===== src/sv/mp2d_pkg.sv =====
// Shared types, constants and helpers for the 2-D max pooling block.
// No dependencies; every other file of the block imports this package.
`timescale 1ns / 1ps

package mp2d_pkg;

  // Default sizing, handed to the top level as parameter defaults
  localparam int DEF_MAX_HEIGHT  = 64;
  localparam int DEF_MAX_WIDTH   = 64;
  localparam int DEF_SAMPLE_BITS = 16;

  // Plane store
  localparam int STORE_DEPTH = 4096;
  localparam int ADDR_W      = $clog2(STORE_DEPTH);
  localparam int CNT_W       = ADDR_W + 1;  // load count saturates at STORE_DEPTH

  // Register port
  localparam int APB_DATA_W = 32;
  localparam int APB_ADDR_W = 5;
  localparam int REG_IDX_W  = 3;

  localparam logic [REG_IDX_W-1:0] REG_KERNEL_H = 3'd0;
  localparam logic [REG_IDX_W-1:0] REG_KERNEL_W = 3'd1;
  localparam logic [REG_IDX_W-1:0] REG_STRIDE_H = 3'd2;
  localparam logic [REG_IDX_W-1:0] REG_STRIDE_W = 3'd3;
  localparam logic [REG_IDX_W-1:0] REG_PAD_TOP  = 3'd4;
  localparam logic [REG_IDX_W-1:0] REG_PAD_BOT  = 3'd5;
  localparam logic [REG_IDX_W-1:0] REG_PAD_LEFT = 3'd6;
  localparam logic [REG_IDX_W-1:0] REG_PAD_RGT  = 3'd7;

  // Item codes
  localparam logic ACT_LOAD    = 1'b0;
  localparam logic ACT_FETCH   = 1'b1;
  localparam logic STATUS_OK   = 1'b0;
  localparam logic STATUS_NONE = 1'b1;

  typedef struct packed {
    logic [3:0] kernel_height;
    logic [3:0] kernel_width;
    logic [3:0] stride_height;
    logic [3:0] stride_width;
    logic [2:0] pad_top;
    logic [2:0] pad_bottom;
    logic [2:0] pad_left;
    logic [2:0] pad_right;
  } cfg_t;

  localparam cfg_t CFG_RESET = '{
    kernel_height: 4'd2, kernel_width: 4'd2,
    stride_height: 4'd2, stride_width: 4'd2,
    pad_top: 3'd0, pad_bottom: 3'd0, pad_left: 3'd0, pad_right: 3'd0
  };

  typedef enum logic [2:0] {
    ST_IDLE,
    ST_PREP,
    ST_DIV,
    ST_SIZE,
    ST_WALK,
    ST_FLUSH_A,
    ST_FLUSH_B,
    ST_EMIT
  } ctrl_state_t;

  // Controller to datapath
  typedef struct packed {
    logic load;      // store one sample
    logic fetch;     // start a window walk
    logic reply;     // answer a fetch with no output available
    logic div_init;  // set up the output-size dividers
    logic div_step;  // one quotient bit per lane
    logic size_set;  // latch output sizes or drop the plane
    logic issue;     // one window position into the read pipeline
    logic emit;      // register the pooled result
  } dp_cmd_t;

  // Datapath to controller
  typedef struct packed {
    logic emitting;
    logic div_last;
    logic walk_last;
  } dp_status_t;

  function automatic logic [3:0] at_least_one(input logic [3:0] v);
    return (v == 4'd0) ? 4'd1 : v;
  endfunction

endpackage


===== src/sv/mp2d_cfg.sv =====
// Configuration register file behind an APB-style port.
// Depends on mp2d_pkg for the register layout and reset values.
`timescale 1ns / 1ps

module mp2d_cfg import mp2d_pkg::*; (
  input  logic                  clk,
  input  logic                  rst_n,
  input  logic                  psel,
  input  logic                  penable,
  input  logic                  pwrite,
  input  logic [APB_ADDR_W-1:0] paddr,
  input  logic [APB_DATA_W-1:0] pwdata,
  output logic [APB_DATA_W-1:0] prdata,
  output logic                  pready,
  output cfg_t                  cfg
);

  cfg_t                 cfg_r;
  logic [REG_IDX_W-1:0] reg_idx;
  logic                 wr_en;

  assign reg_idx = paddr[APB_ADDR_W-1:2];
  assign wr_en   = psel && penable && pwrite;
  assign pready  = 1'b1;
  assign cfg     = cfg_r;

  always_ff @(posedge clk) begin
    if (!rst_n) begin
      cfg_r <= CFG_RESET;
    end else if (wr_en) begin
      case (reg_idx)
        REG_KERNEL_H: cfg_r.kernel_height <= pwdata[3:0];
        REG_KERNEL_W: cfg_r.kernel_width  <= pwdata[3:0];
        REG_STRIDE_H: cfg_r.stride_height <= pwdata[3:0];
        REG_STRIDE_W: cfg_r.stride_width  <= pwdata[3:0];
        REG_PAD_TOP:  cfg_r.pad_top       <= pwdata[2:0];
        REG_PAD_BOT:  cfg_r.pad_bottom    <= pwdata[2:0];
        REG_PAD_LEFT: cfg_r.pad_left      <= pwdata[2:0];
        REG_PAD_RGT:  cfg_r.pad_right     <= pwdata[2:0];
        default: ;
      endcase
    end
  end

  always_comb begin
    case (reg_idx)
      REG_KERNEL_H: prdata = APB_DATA_W'(cfg_r.kernel_height);
      REG_KERNEL_W: prdata = APB_DATA_W'(cfg_r.kernel_width);
      REG_STRIDE_H: prdata = APB_DATA_W'(cfg_r.stride_height);
      REG_STRIDE_W: prdata = APB_DATA_W'(cfg_r.stride_width);
      REG_PAD_TOP:  prdata = APB_DATA_W'(cfg_r.pad_top);
      REG_PAD_BOT:  prdata = APB_DATA_W'(cfg_r.pad_bottom);
      REG_PAD_LEFT: prdata = APB_DATA_W'(cfg_r.pad_left);
      REG_PAD_RGT:  prdata = APB_DATA_W'(cfg_r.pad_right);
      default:      prdata = '0;
    endcase
  end

endmodule


===== config.mk =====
export PLATFORM = sky130hd
export DESIGN_NAME = mp2d_cfg
export DESIGN_NICKNAME = d
export VERILOG_FILES = /design/src/sv/mp2d_pkg.sv /design/src/sv/mp2d_cfg.sv
export SDC_FILE = /design/constraint.sdc
export NUM_CORES = 1
export LEC_CHECK = 0
export BUFFER_PORTS_ARGS = -buffer_cell sky130_fd_sc_hd__buf_2
export CAP_MARGIN = 20
export CORE_ASPECT_RATIO = 0.5
export CORE_MARGIN = 4
export CORE_UTILIZATION = 30
export CTS_BUF_LIST = sky130_fd_sc_hd__clkbuf_16
export DETAILED_ROUTE_END_ITERATION = 10
export GPL_ROUTABILITY_DRIVEN = 1
export PLACE_DENSITY_LB_ADDON = 0.1
export SETUP_SLACK_MARGIN = 0.2
export SYNTH_ARGS = -nofsm -noshare
export SYNTH_HDL_FRONTEND = slang
export SYNTH_SLANG_ARGS = --single-unit

===== constraint.sdc =====
create_clock -name clk -period 1.6 [get_ports clk]
set_input_delay 0.24 -clock clk [delete_from_list [all_inputs] [get_ports clk]]
set_output_delay 0.24 -clock clk [all_outputs]
set_load 0.005 [all_outputs]

==> qor.csv <==
stage,metric,value,unit
status,run status,"complete, but fails checks",
status,violated checks,negative setup slack,
synthesis,sequential fraction of the synthesis area,34.9,%
routing,DRT Wirelength,4.14,mm
global_routing,largest net degree at the start of global routing,29,
synthesis,Avg Inst Size Synth,8.44,sq um
layout,max FFs per register,28,
routing,initial drt markers,48,
routing,post-route antenna net violation count,0,
synthesis,Synth cell types,26,
synthesis,cell taking the most area after synthesis,dfxtp_1,
synthesis,synth top area cells,"dfxtp_1, buf_4, mux2i_1",
layout,area growth from synthesis to layout,23.6,%
routing,vias post-DR,1364,
layout,Antenna diodes,0,
clocking,Num CTS Buffers,3,
place,placed cells,302,
hold_path,hold crit path type,input port to register,
die,Rows,18,
clocking,CTS tree,built,
global_routing,Global Route Usage Sum,12.0,%
layout,"commonest non-fill, non-tap cells in the layout","buf_2, conb_1, nand2_1, dfxtp_1, mux2i_1",
die,Die Y,59.7,microns
global_routing,vias in the first global route,1221,
sta,Clock Skew,0,ps
routing,Routed WL per cell,13.4,microns
routing,drt pass-1 iters,4,
place,RePlAce Congestion,0.741,
synthesis,Mapped Area,1600,sq um
sta,Setup Viol. Count Final,2,
layout,layout cells sized above 1,33.5,%
clocking,clk_lat worst skew,260,ps
die,Core Area,5040,sq um
place,Detail Placement HPWL,3.15,mm
synthesis,Ys Warns,0,
routing,Vias/cell,4.41,
sta,Final Hold Fails,0,
sta,unrepaired setup endpoints after global routing,true,
clocking,clock sinks,28,
setup_path,CP required,1360,ps
global_routing,antenna violations before repair,0,
global_routing,total gr overflow,0,
power_and_ir_drop,Peak supply drop,0.471,mV
setup_path,crit start category,register,
layout,Final Util,39.3,%
setup_path,crit path max fanout,3,
power_and_ir_drop,Pwr per Cell Area,734,nW/um^2
setup_path,critical path class,register to output port,
die,I/O pins,103,
setup_path,worst path cell trace,mux2_4 -> a22o_1 -> a221oi_2 -> nor2_1 -> buf_2,
synthesis,cells after synthesis,190,
setup_path,reg2reg setup slack,870,ps
layout,NumNets Final,282,
setup_path,Setup crit end kind,output port,
sta,Pins Over Slew Limit,0,
setup_path,"slowest stage delay, CP",330,ps
clocking,Max clock buf depth,2,
sta,clock period minus worst slack,1730,ps
die,Die Area,6650,sq um
setup_path,crit path max-delay cell type,dfxtp_2,
clocking,hold_buf cts,0,
global_routing,first-pass GRT wire length,6.22,mm
die,width of the die,111,microns
sta,fin worst setup slack,-128,ps
clocking,CTS root buf,clkbuf_16,
layout,"commonest non-fill, non-tap cell in the layout",buf_2,
sta,setup TNS,-219,ps
synthesis,"flops & latches, synth",28,
place,port buffer count,43,
die,Initial Util,31.8,%
synthesis,Synth top area share,34.9,%
flow_run,max cap viols,0,
sta,Tcrit/Tclk final,108,%
routing,drt drc,0,
place,cell area after placement,1850,sq um
sta,Max Clk Rate,579,MHz
layout,final instance area,1980,sq um
layout,Post-Layout Cell Count,309,
layout,Fillers,561,
clocking,clock-pin slew on the worst setup and hold paths,70,ps
clocking,H-tree depth,1,
setup_path,crit path DAT,1490,ps
power_and_ir_drop,Pleak,0.938,nW
==> power breakdown <==
part | switching [mW] | internal (mW)
logic | 0.0978 | 0.0678
registers | 0.00388 | 0.702
clock network | 0.247 | 0.336
==> routing by layer <==
metal | track usage, % | vias to the layer above | routed length [microns]
met3 | 2.63 | 2 | 262
met5 | 0 | - | 0
met2 | 18.6 | 54 | 1730
met4 | 2.60 | 0 | 27
met1 | 17.2 | 630 | 2120
li1 | - | 678 | -
==> worst max-delay path: cells and delay by family (launching register included) <==
family | cells | cell delay [ps]
buffers and inverters | 1 | 130
and+or+nand+nor | 1 | 70
muxes | 1 | 270
AOI/OAI and AO/OA | 2 | 420
DFF | 1 | 330
==> per-stage QoR <==
stage	setup slack, ps	total power [mW]	hold slack, ps
2_1_floorplan	285	0.865	406
3_3_place_gp	-58.6	0.883	481
3_5_place_dp	-54.3	0.882	488
4_1_cts	-135	1.47	286
5_1_grt	-231	1.52	298
6_report	-128	1.45	288
==> layout make-up <==
type / instances / area (sq um) / share of cell area [%]
multi-input combinational: 143 / 873 / 44.1
timing repair buffer: 60 / 355 / 17.9
tap: 70 / 87.6 / 4.42
clock inverter: 1 / 3.75 / 0.189
clock buffer: 3 / 75.1 / 3.79
sequential: 28 / 572 / 28.9
inverter: 4 / 15.0 / 0.758
==> cell families (layout without fill, tap and decap cells) <==
kind of cell	Yosys count	after routing	share of synthesized area (%)
compound gates	39	39	16.2
buf+inv	46	68	18.2
flops	28	28	34.9
mux	20	20	13.4
other cells	2	29	0.468
simple gates	55	55	16.8
==> final timing paths <==
check / from / to / cells past startpoint
max reg2reg: cfg[27] / cfg[27] / 3
min: pwdata[3] / cfg[27] / 3
min reg2reg: cfg[1] / cfg[1] / 2
max: cfg[6] / prdata[0] / 5
==> repair_timing <==
item                                    4_1_cts  5_1_grt
endpoints found under the setup margin        4        4
resized for setup                            12        1
pin swaps                                     2        1
cloned                                        0        0
setup buffers                                 3        0
==> cells in the mapped netlist (all sizes together) <==
master	number
a221oi	5
dfxtp	28
o22ai	1
mux2i	17
buf	34
nor2	14
nand2	21
inv	4
nor2b	12
clkbuf	8
nand3	1
nand2b	2
conb	2
o21ai	16
a21boi	15
nand4b	1
or3	3
mux2	2
nand4	1
mux4	1
a22o	2
Note: power is estimated with default switching activity, not from simulation.
