===== src/sv/mp2d_pkg.sv =====
// Shared types, constants and helpers for the 2-D max pooling block.
// No dependencies; every other file of the block imports this package.
`timescale 1ns / 1ps

package mp2d_pkg;

  // Default sizing, handed to the top level as parameter defaults
  localparam int DEF_MAX_HEIGHT  = 64;
  localparam int DEF_MAX_WIDTH   = 64;
  localparam int DEF_SAMPLE_BITS = 16;

  // Plane store
  localparam int STORE_DEPTH = 4096;
  localparam int ADDR_W      = $clog2(STORE_DEPTH);
  localparam int CNT_W       = ADDR_W + 1;  // load count saturates at STORE_DEPTH

  // Register port
  localparam int APB_DATA_W = 32;
  localparam int APB_ADDR_W = 5;
  localparam int REG_IDX_W  = 3;

  localparam logic [REG_IDX_W-1:0] REG_KERNEL_H = 3'd0;
  localparam logic [REG_IDX_W-1:0] REG_KERNEL_W = 3'd1;
  localparam logic [REG_IDX_W-1:0] REG_STRIDE_H = 3'd2;
  localparam logic [REG_IDX_W-1:0] REG_STRIDE_W = 3'd3;
  localparam logic [REG_IDX_W-1:0] REG_PAD_TOP  = 3'd4;
  localparam logic [REG_IDX_W-1:0] REG_PAD_BOT  = 3'd5;
  localparam logic [REG_IDX_W-1:0] REG_PAD_LEFT = 3'd6;
  localparam logic [REG_IDX_W-1:0] REG_PAD_RGT  = 3'd7;

  // Item codes
  localparam logic ACT_LOAD    = 1'b0;
  localparam logic ACT_FETCH   = 1'b1;
  localparam logic STATUS_OK   = 1'b0;
  localparam logic STATUS_NONE = 1'b1;

  typedef struct packed {
    logic [3:0] kernel_height;
    logic [3:0] kernel_width;
    logic [3:0] stride_height;
    logic [3:0] stride_width;
    logic [2:0] pad_top;
    logic [2:0] pad_bottom;
    logic [2:0] pad_left;
    logic [2:0] pad_right;
  } cfg_t;

  localparam cfg_t CFG_RESET = '{
    kernel_height: 4'd2, kernel_width: 4'd2,
    stride_height: 4'd2, stride_width: 4'd2,
    pad_top: 3'd0, pad_bottom: 3'd0, pad_left: 3'd0, pad_right: 3'd0
  };

  typedef enum logic [2:0] {
    ST_IDLE,
    ST_PREP,
    ST_DIV,
    ST_SIZE,
    ST_WALK,
    ST_FLUSH_A,
    ST_FLUSH_B,
    ST_EMIT
  } ctrl_state_t;

  // Controller to datapath
  typedef struct packed {
    logic load;      // store one sample
    logic fetch;     // start a window walk
    logic reply;     // answer a fetch with no output available
    logic div_init;  // set up the output-size dividers
    logic div_step;  // one quotient bit per lane
    logic size_set;  // latch output sizes or drop the plane
    logic issue;     // one window position into the read pipeline
    logic emit;      // register the pooled result
  } dp_cmd_t;

  // Datapath to controller
  typedef struct packed {
    logic emitting;
    logic div_last;
    logic walk_last;
  } dp_status_t;

  function automatic logic [3:0] at_least_one(input logic [3:0] v);
    return (v == 4'd0) ? 4'd1 : v;
  endfunction

endpackage


===== src/sv/mp2d_ctrl.sv =====
// Sequencing state machine: accepts commands, steps the dividers and window walk.
// Depends on mp2d_pkg for the state enum and the command/status structs.
`timescale 1ns / 1ps

module mp2d_ctrl import mp2d_pkg::*; (
  input  logic       clk,
  input  logic       rst_n,
  input  logic       start,
  input  logic       in_action,
  input  logic       in_plane_end,
  input  dp_status_t status,
  output logic       busy,
  output dp_cmd_t    cmd
);

  ctrl_state_t state_r, state_nxt;

  always_ff @(posedge clk) begin
    if (!rst_n) begin
      state_r <= ST_IDLE;
    end else begin
      state_r <= state_nxt;
    end
  end

  always_comb begin
    state_nxt = state_r;
    cmd       = '0;
    case (state_r)
      ST_IDLE: begin
        if (start) begin
          if (in_action == ACT_LOAD) begin
            cmd.load = 1'b1;
            if (in_plane_end) state_nxt = ST_PREP;
          end else if (status.emitting) begin
            cmd.fetch = 1'b1;
            state_nxt = ST_WALK;
          end else begin
            cmd.reply = 1'b1;
          end
        end
      end
      ST_PREP: begin
        cmd.div_init = 1'b1;
        state_nxt    = ST_DIV;
      end
      ST_DIV: begin
        cmd.div_step = 1'b1;
        if (status.div_last) state_nxt = ST_SIZE;
      end
      ST_SIZE: begin
        cmd.size_set = 1'b1;
        state_nxt    = ST_IDLE;
      end
      ST_WALK: begin
        cmd.issue = 1'b1;
        if (status.walk_last) state_nxt = ST_FLUSH_A;
      end
      // flush states let the store read and the final compare finish
      ST_FLUSH_A: state_nxt = ST_FLUSH_B;
      ST_FLUSH_B: state_nxt = ST_EMIT;
      ST_EMIT: begin
        cmd.emit  = 1'b1;
        state_nxt = ST_IDLE;
      end
      default: state_nxt = ST_IDLE;
    endcase
  end

  assign busy = (state_r != ST_IDLE);

`ifndef SYNTHESIS
  a_cmd_onehot: assert property (@(posedge clk) disable iff (!rst_n)
    $onehot0(cmd))
    else $error("more than one datapath command at once");

  a_walk_emitting: assert property (@(posedge clk) disable iff (!rst_n)
    (state_r == ST_WALK) |-> status.emitting)
    else $error("window walk without a latched plane");

  a_fetch_walks: assert property (@(posedge clk) disable iff (!rst_n)
    (state_r == ST_IDLE && start && in_action == ACT_FETCH && status.emitting)
      |=> (state_r == ST_WALK))
    else $error("accepted fetch did not start a walk");
`endif

endmodule


===== config.mk =====
export PLATFORM = sky130hd
export DESIGN_NAME = mp2d_ctrl
export DESIGN_NICKNAME = d
export VERILOG_FILES = /design/src/sv/mp2d_pkg.sv /design/src/sv/mp2d_ctrl.sv
export SDC_FILE = /design/constraint.sdc
export NUM_CORES = 1
export LEC_CHECK = 0
export CORE_AREA = 2 2 39 41
export CTS_BUF_LIST = sky130_fd_sc_hd__clkbuf_8
export CTS_CLUSTER_SIZE = 40
export DETAILED_ROUTE_END_ITERATION = 8
export DIE_AREA = 0 0 41 43
export DONT_BUFFER_PORTS = 1
export PLACE_DENSITY = 0.48
export RECOVER_POWER = 25
export SETUP_SLACK_MARGIN = 0.3
export SKIP_LAST_GASP = 1
export SLEW_MARGIN = 20
export SYNTH_ARGS = -nofsm -noshare
export SYNTH_HDL_FRONTEND = slang
export SYNTH_SLANG_ARGS = --single-unit

===== constraint.sdc =====
create_clock -name clk -period 1.3 [get_ports clk]
set_input_delay 0.26 -clock clk [delete_from_list [all_inputs] [get_ports clk]]
set_output_delay 0.26 -clock clk [all_outputs]
set_load 0.005 [all_outputs]

==> results of run 1 <==
[stage by stage]
step	power (mW)	setup WS, ns	hold slack [ns]	TNS [ns]
finish	1.48	-0.219	0.181	-1.82
global route	1.61	-0.270	0.188	-2.55
CTS	1.39	-0.191	0.181	-1.60
detailed placement	0.956	-0.110	0.406	-0.471
global placement	0.943	-0.121	0.410	-0.439
floorplan	0.621	0.000483	0.395	0
[cell type report]
cell class,instances,area (sq um)
Clock buffer,3,41.3
Tap cell,16,20.0
Timing Repair Buffer,14,131
Inverter,3,11.3
Fill cell,143,800
Multi-Input combinational cell,32,312
Clock inverter,1,3.75
Sequential cell,3,65.1
[worst min-delay path by stage]
stage	start	to	slack (ns)	cells past startpoint
CTS	rst_n	state_r[1]	0.18	2
global route	rst_n	state_r[1]	0.19	2
global placement	rst_n	state_r[1]	0.41	2
finish	rst_n	state_r[1]	0.18	2
detailed placement	rst_n	state_r[1]	0.41	2
floorplan	rst_n	state_r[1]	0.39	2
[Yosys cell counts]
cell	number	share of area [%]
o31ai_1	1	2.4
nand3b_1	1	2.4
and2_1	1	2.0
inv_1	3	3.7
and2b_1	4	9.8
nand2b_1	2	4.1
a211oi_2	1	4.1
ha_1	4	16
o21ai_1	1	1.6
dfxtp_1	3	20
nor4_1	1	2.0
mux2i_1	3	9.8
or4_1	1	2.4
and3_1	1	2.0
nor3_1	2	3.3
o311ai_0	1	2.9
and2_4	1	2.9
nand2_1	4	4.9
nor2_1	3	3.7
[worst max-delay path, stage by stage (launching register included)]
cell and delay (ns):
dfxtp_2 0.31, buf_4 0.13, buf_6 0.12, ha_4 0.15, nand3b_1 0.15, or4_1 0.48
o21ai_1 0.12
[power breakdown]
| group | switching [mW] | internal, mW |
|---|---|---|
| registers | 0.0687 | 0.145 |
| clock network | 0.0599 | 0.201 |
| logic | 0.403 | 0.599 |
| total | 0.532 | 0.945 |
[cell usage in the layout, fill, tap and decap left out, types with 2 or more instances in the layout]
master and instances:
buf_4 7, inv_1 2, nor2_4 2, clkbuf_8 3, buf_6 7, nand2_1 3, and2b_1 4, inv_2 2
mux2i_1 3, ha_4 3
[per-layer routing]
metal | vias up | track usage (%) | routed length (um)
li1 | 167 | - | -
met1 | 164 | 10.9 | 318
met2 | 13 | 18.1 | 492
met3 | 0 | 4.71 | 57
met4 | 0 | 4.00 | 0
met5 | - | 0 | 0
[logic make-up after synthesis]
group / Yosys count / synth area share, %
AND/OR/NAND/NOR: 21 / 39.6
AO/OA/AOI/OAI: 4 / 11.0
adder cells (fa/ha/maj): 4 / 16.3
buffers and inverters: 3 / 3.67
multiplexers: 3 / 9.80
flip-flops: 3 / 19.6
[what timing repair did]
item / CTS / global route
pin swaps: 6 / 4
cloned: 0 / 0
buffers inserted: 2 / 2
setup endpoints to repair: 12 / 12
gates resized for setup: 7 / 8
==> results.ini, run 1 <==
[setup_path]
startpoint_type = register
cp.required_ns = 1.45
crit_end = state_r[2]
r2r-end = state_r[2]
crit_type = reg2reg
rr_worst_depth = 6
worst-path-max-fanout = 3
reg2reg_from = state_r[0]
startpoint = state_r[0]
cp.arrival_ns = 1.67
reg2reg_slack_ns = -0.22
end_kind = register

[worst_hold_path]
hp-class = in2reg

[status]
status = finished, violations left
violations = negative setup slack

[sta]
drv_slew = 0
setup_viol = 12
fin_ws_ns = -0.219
rsz0062_at_grt = yes
min_period_over_period_pct = 117
slew-limit-headroom_pct = 79.6
tightest_slew_ns = 0.303
fin_skew_ns = 0.00135
hold_viol = 0
fin_crit_ns = 1.52
max_freq_mhz = 658

[synth]
ys_ff_latch = 3
synth_area_per_cell_sq_um = 8.07
synthesis.area_sq_um = 307
ys_seq_area_share_pct = 19.6
ys_types = 19
syn_nets = 50
yosysWarnings = 0
synthCells = 38

[floorplan]
core_sq_mm = 0.00138
row_count = 14
io_pins = 17
dieHeight_um = 43
die_w_um = 41
start_util_pct = 22.2
die_area_sq_mm = 0.00176

[global_route]
grt_max_degree = 10
grt_use_total_pct = 10.7
gr-total-overflow = 0
grt_pass1_wl_um = 1260
antenna_found_initial = 0
grt_pass1_vias = 340

[pwr]
peakVddDrop_v = 0.00125
power_density_mw_per_mm2 = 2530
p_leak_nw = 0.261

[placement]
place_inst = 64
place_hpwl_um = 623
postPlaceCellArea_sq_um = 445
gp_congestion = 0.661
port-buffer-count = 0

[layout]
drive_gt1_share_pct = 58.9
top_register = state_r
largest_register_ffs = 3
final_cells = 72
top_regs = state_r (3)
diodes = 0
fin_util_pct = 42.2
fin_nets = 69
area_delta_synth_final_pct = 90.6
fin_area_sq_um = 584

[clock_network]
ctsHoldBuffers = 0
cts_max_level = 1
cts.sinks = 3
insertion_delay_ns = 0.21
cts_buffers = 3
clkSlewWorstSetupHoldPaths_ns = 0.03
clk_path_buf_depth = 2
root_buffer = clkbuf_8
cts_tree = yes

[routing]
drt_iter0_markers = 3
wl_per_cell_um = 12.1
drtAntennaViolNets = 0
vias = 344
viasPerCell = 4.78
dr.pass1.iters = 3
totalWireLength_um = 868
drc_errors = 0

[job]
drv_cap = 0

(Power assumes the default switching activity.)
==> run 2: changes to the inputs <==
TNS_END_PERCENT = 50   (was not set)
==> run 2 against run 1 <==
Compared with the run above:
- the run still ends with negative setup slack left
- clock skew fell by 0.00077 ns
- via count rose by 0.29%
- sequential share of layout area rose by 0.45 points
- register-to-register slack improved by 0.07 ns
- routed wire length fell by 0.46%
- sequential power barely moved
- critical path depth fell by 1
- maximum frequency rose by 3.0%
- worst setup slack improved by 0.045 ns
- critical endpoint is now cmd[3]
- largest cell class unchanged
==> results.ini, run 2 (same netlist as run 1, synthesis figures left out) <==
[status]
status = finished, violations left
violations = negative setup slack

[sta]
final.setup.tns_ns = -1.45  ; +0.371 ns
fin_skew_ns = 0.000583  ; -0.000768 ns
fin_crit_ns = 1.47  ; -0.0448 ns
setup_viol = 11  ; -1
max_freq_mhz = 678  ; +3.0%
drv_slew = 0  ; unchanged
fin_ws_ns = -0.174  ; +0.0448 ns
rsz0062_at_grt = yes
min_period_over_period_pct = 113  ; -3.4 points
hold_viol = 0  ; unchanged
slew-limit-headroom_pct = 80.0  ; +0.46 points
tightest_slew_ns = 0.299  ; -0.00347 ns

[setup_path]
crit_type = reg2out
startpoint_type = register
end_kind = output pin
cp.required_ns = 1.04  ; -0.41 ns
rr_worst_depth = 5  ; -1
cp.arrival_ns = 1.21  ; -0.46 ns
worst-path-max-fanout = 4  ; +1

[layout]
layout_common_cells = 9 x buf_4, 5 x buf_6, 4 x and2b_1, 4 x nand2_1
fin_nets = 69  ; unchanged
area_delta_synth_final_pct = 83.3
regArea_sq_um = 65.1  ; unchanged
multi_input_area_sq_um = 292  ; -6.4%
drive_gt1_share_pct = 55.4  ; -3.6 points
diodes = 0  ; unchanged
layout_commonest_cell = buf_4
largest_register_ffs = 3  ; unchanged
top_register = state_r
fillers = 138  ; -3.5%
top_regs = state_r (3)

[floorplan]
row_count = 14  ; unchanged
start_util_pct = 22.2  ; unchanged
io_pins = 17  ; unchanged
die_w_um = 41  ; unchanged
dieHeight_um = 43  ; unchanged
core_sq_mm = 0.00138  ; unchanged
die_area_sq_mm = 0.00176  ; unchanged

[clock_network]
root_buffer = clkbuf_8
clkSlewWorstSetupHoldPaths_ns = 0.03  ; about the same
insertion_delay_ns = 0.22  ; about the same
cts_tree = yes
cts_buffers = 3  ; unchanged
cts_max_level = 1  ; unchanged
cts.sinks = 3  ; unchanged
clk_path_buf_depth = 2  ; unchanged

[routing]
viasPerCell = 4.79  ; +0.29%
dr.pass1.iters = 1  ; -2
vias = 345  ; +0.29%
drc_errors = 0  ; unchanged
totalWireLength_um = 864  ; -0.46%
drt_iter0_markers = 0  ; -3
wl_per_cell_um = 12.0  ; -0.46%
drtAntennaViolNets = 0  ; unchanged

[global_route]
grt_use_total_pct = 12.4  ; +1.7 points
grt_max_degree = 10  ; unchanged
grt_pass1_wl_um = 1410  ; +12%
antenna_found_initial = 0  ; unchanged
grt_pass1_vias = 359  ; +5.6%
gr-total-overflow = 0  ; unchanged

[pwr]
power_density_mw_per_mm2 = 2490  ; -1.6%
power_mw = 1.40  ; -5.4%
peakVddDrop_v = 0.00117  ; -6.9%
p_leak_nw = 0.261  ; -0.21%

[placement]
gp_congestion = 0.684  ; +3.4%
place_hpwl_um = 615  ; -1.3%
port-buffer-count = 0  ; unchanged
pre_cts_slack_ns = -0.162  ; -0.0519 ns

[job]
drv_cap = 0  ; unchanged

[worst_hold_path]
hp-class = in2reg
hold_path_depth = 2  ; unchanged

-- run 2: repair_timing --
action	4_1_cts	5_1_grt
setup buffers	4	2
hold buffers	0	0
setup endpoints to repair	12	12
resized for setup	10	2
pin swaps	8	5
-- run 2: worst max-delay path, cell delays in order (launching register included) --
cell and delay (ns):
dfxtp_4 0.35, buf_4 0.14, ha_4 0.15, buf_6 0.11
buf_6 0.10, and2b_1 0.15
-- run 2: final timing paths --
kind	startpoint	slack, ns	endpoint
setup / recovery	state_r[1]	-0.17	cmd[3]
hold / removal	rst_n	0.18	state_r[1]
setup reg to reg	state_r[0]	-0.15	state_r[2]
hold reg to reg	state_r[1]	0.51	state_r[1]
-- run 2: area by class of cell --
| type | instances | area share, % |
|---|---|---|
| inverter | 3 | 2.90 |
| clock buffer | 3 | 7.35 |
| multi-input combinational | 32 | 51.9 |
| sequential | 3 | 11.6 |
| clock inverter | 1 | 0.668 |
| tap | 16 | 3.56 |
| timing repair buffer | 14 | 22.0 |
-- run 2: per-stage QoR --
stage | util, % | cells | area [sq um] | hold slack (ns)
after CTS | 38.8 | 70 | 537 | 0.177
after global routing | 40.6 | 72 | 562 | 0.202
after floorplan | - | 38 | 345 | 0.395
after detailed placement | 30.7 | 62 | 425 | 0.405
after global placement | 30.7 | 62 | 425 | 0.405
final | 40.6 | 72 | 562 | 0.181
-- run 2: metal layers --
layer / wire, um / global-route usage (%) / part of all wire (%)
met5: 0 / 0 / 0
met4: 9 / 6.00 / 1.0
met3: 94 / 8.38 / 11
met2: 433 / 19.1 / 50
met1: 326 / 12.2 / 38
-- run 2: power breakdown --
| group | switching [mW] | internal (mW) | leakage [nW] |
|---|---|---|---|
| clock network | 0.0626 | 0.201 | 0.0269 |
| registers | 0.0678 | 0.145 | 0.0257 |
| logic | 0.375 | 0.547 | 0.208 |
| total | 0.505 | 0.892 | 0.261 |
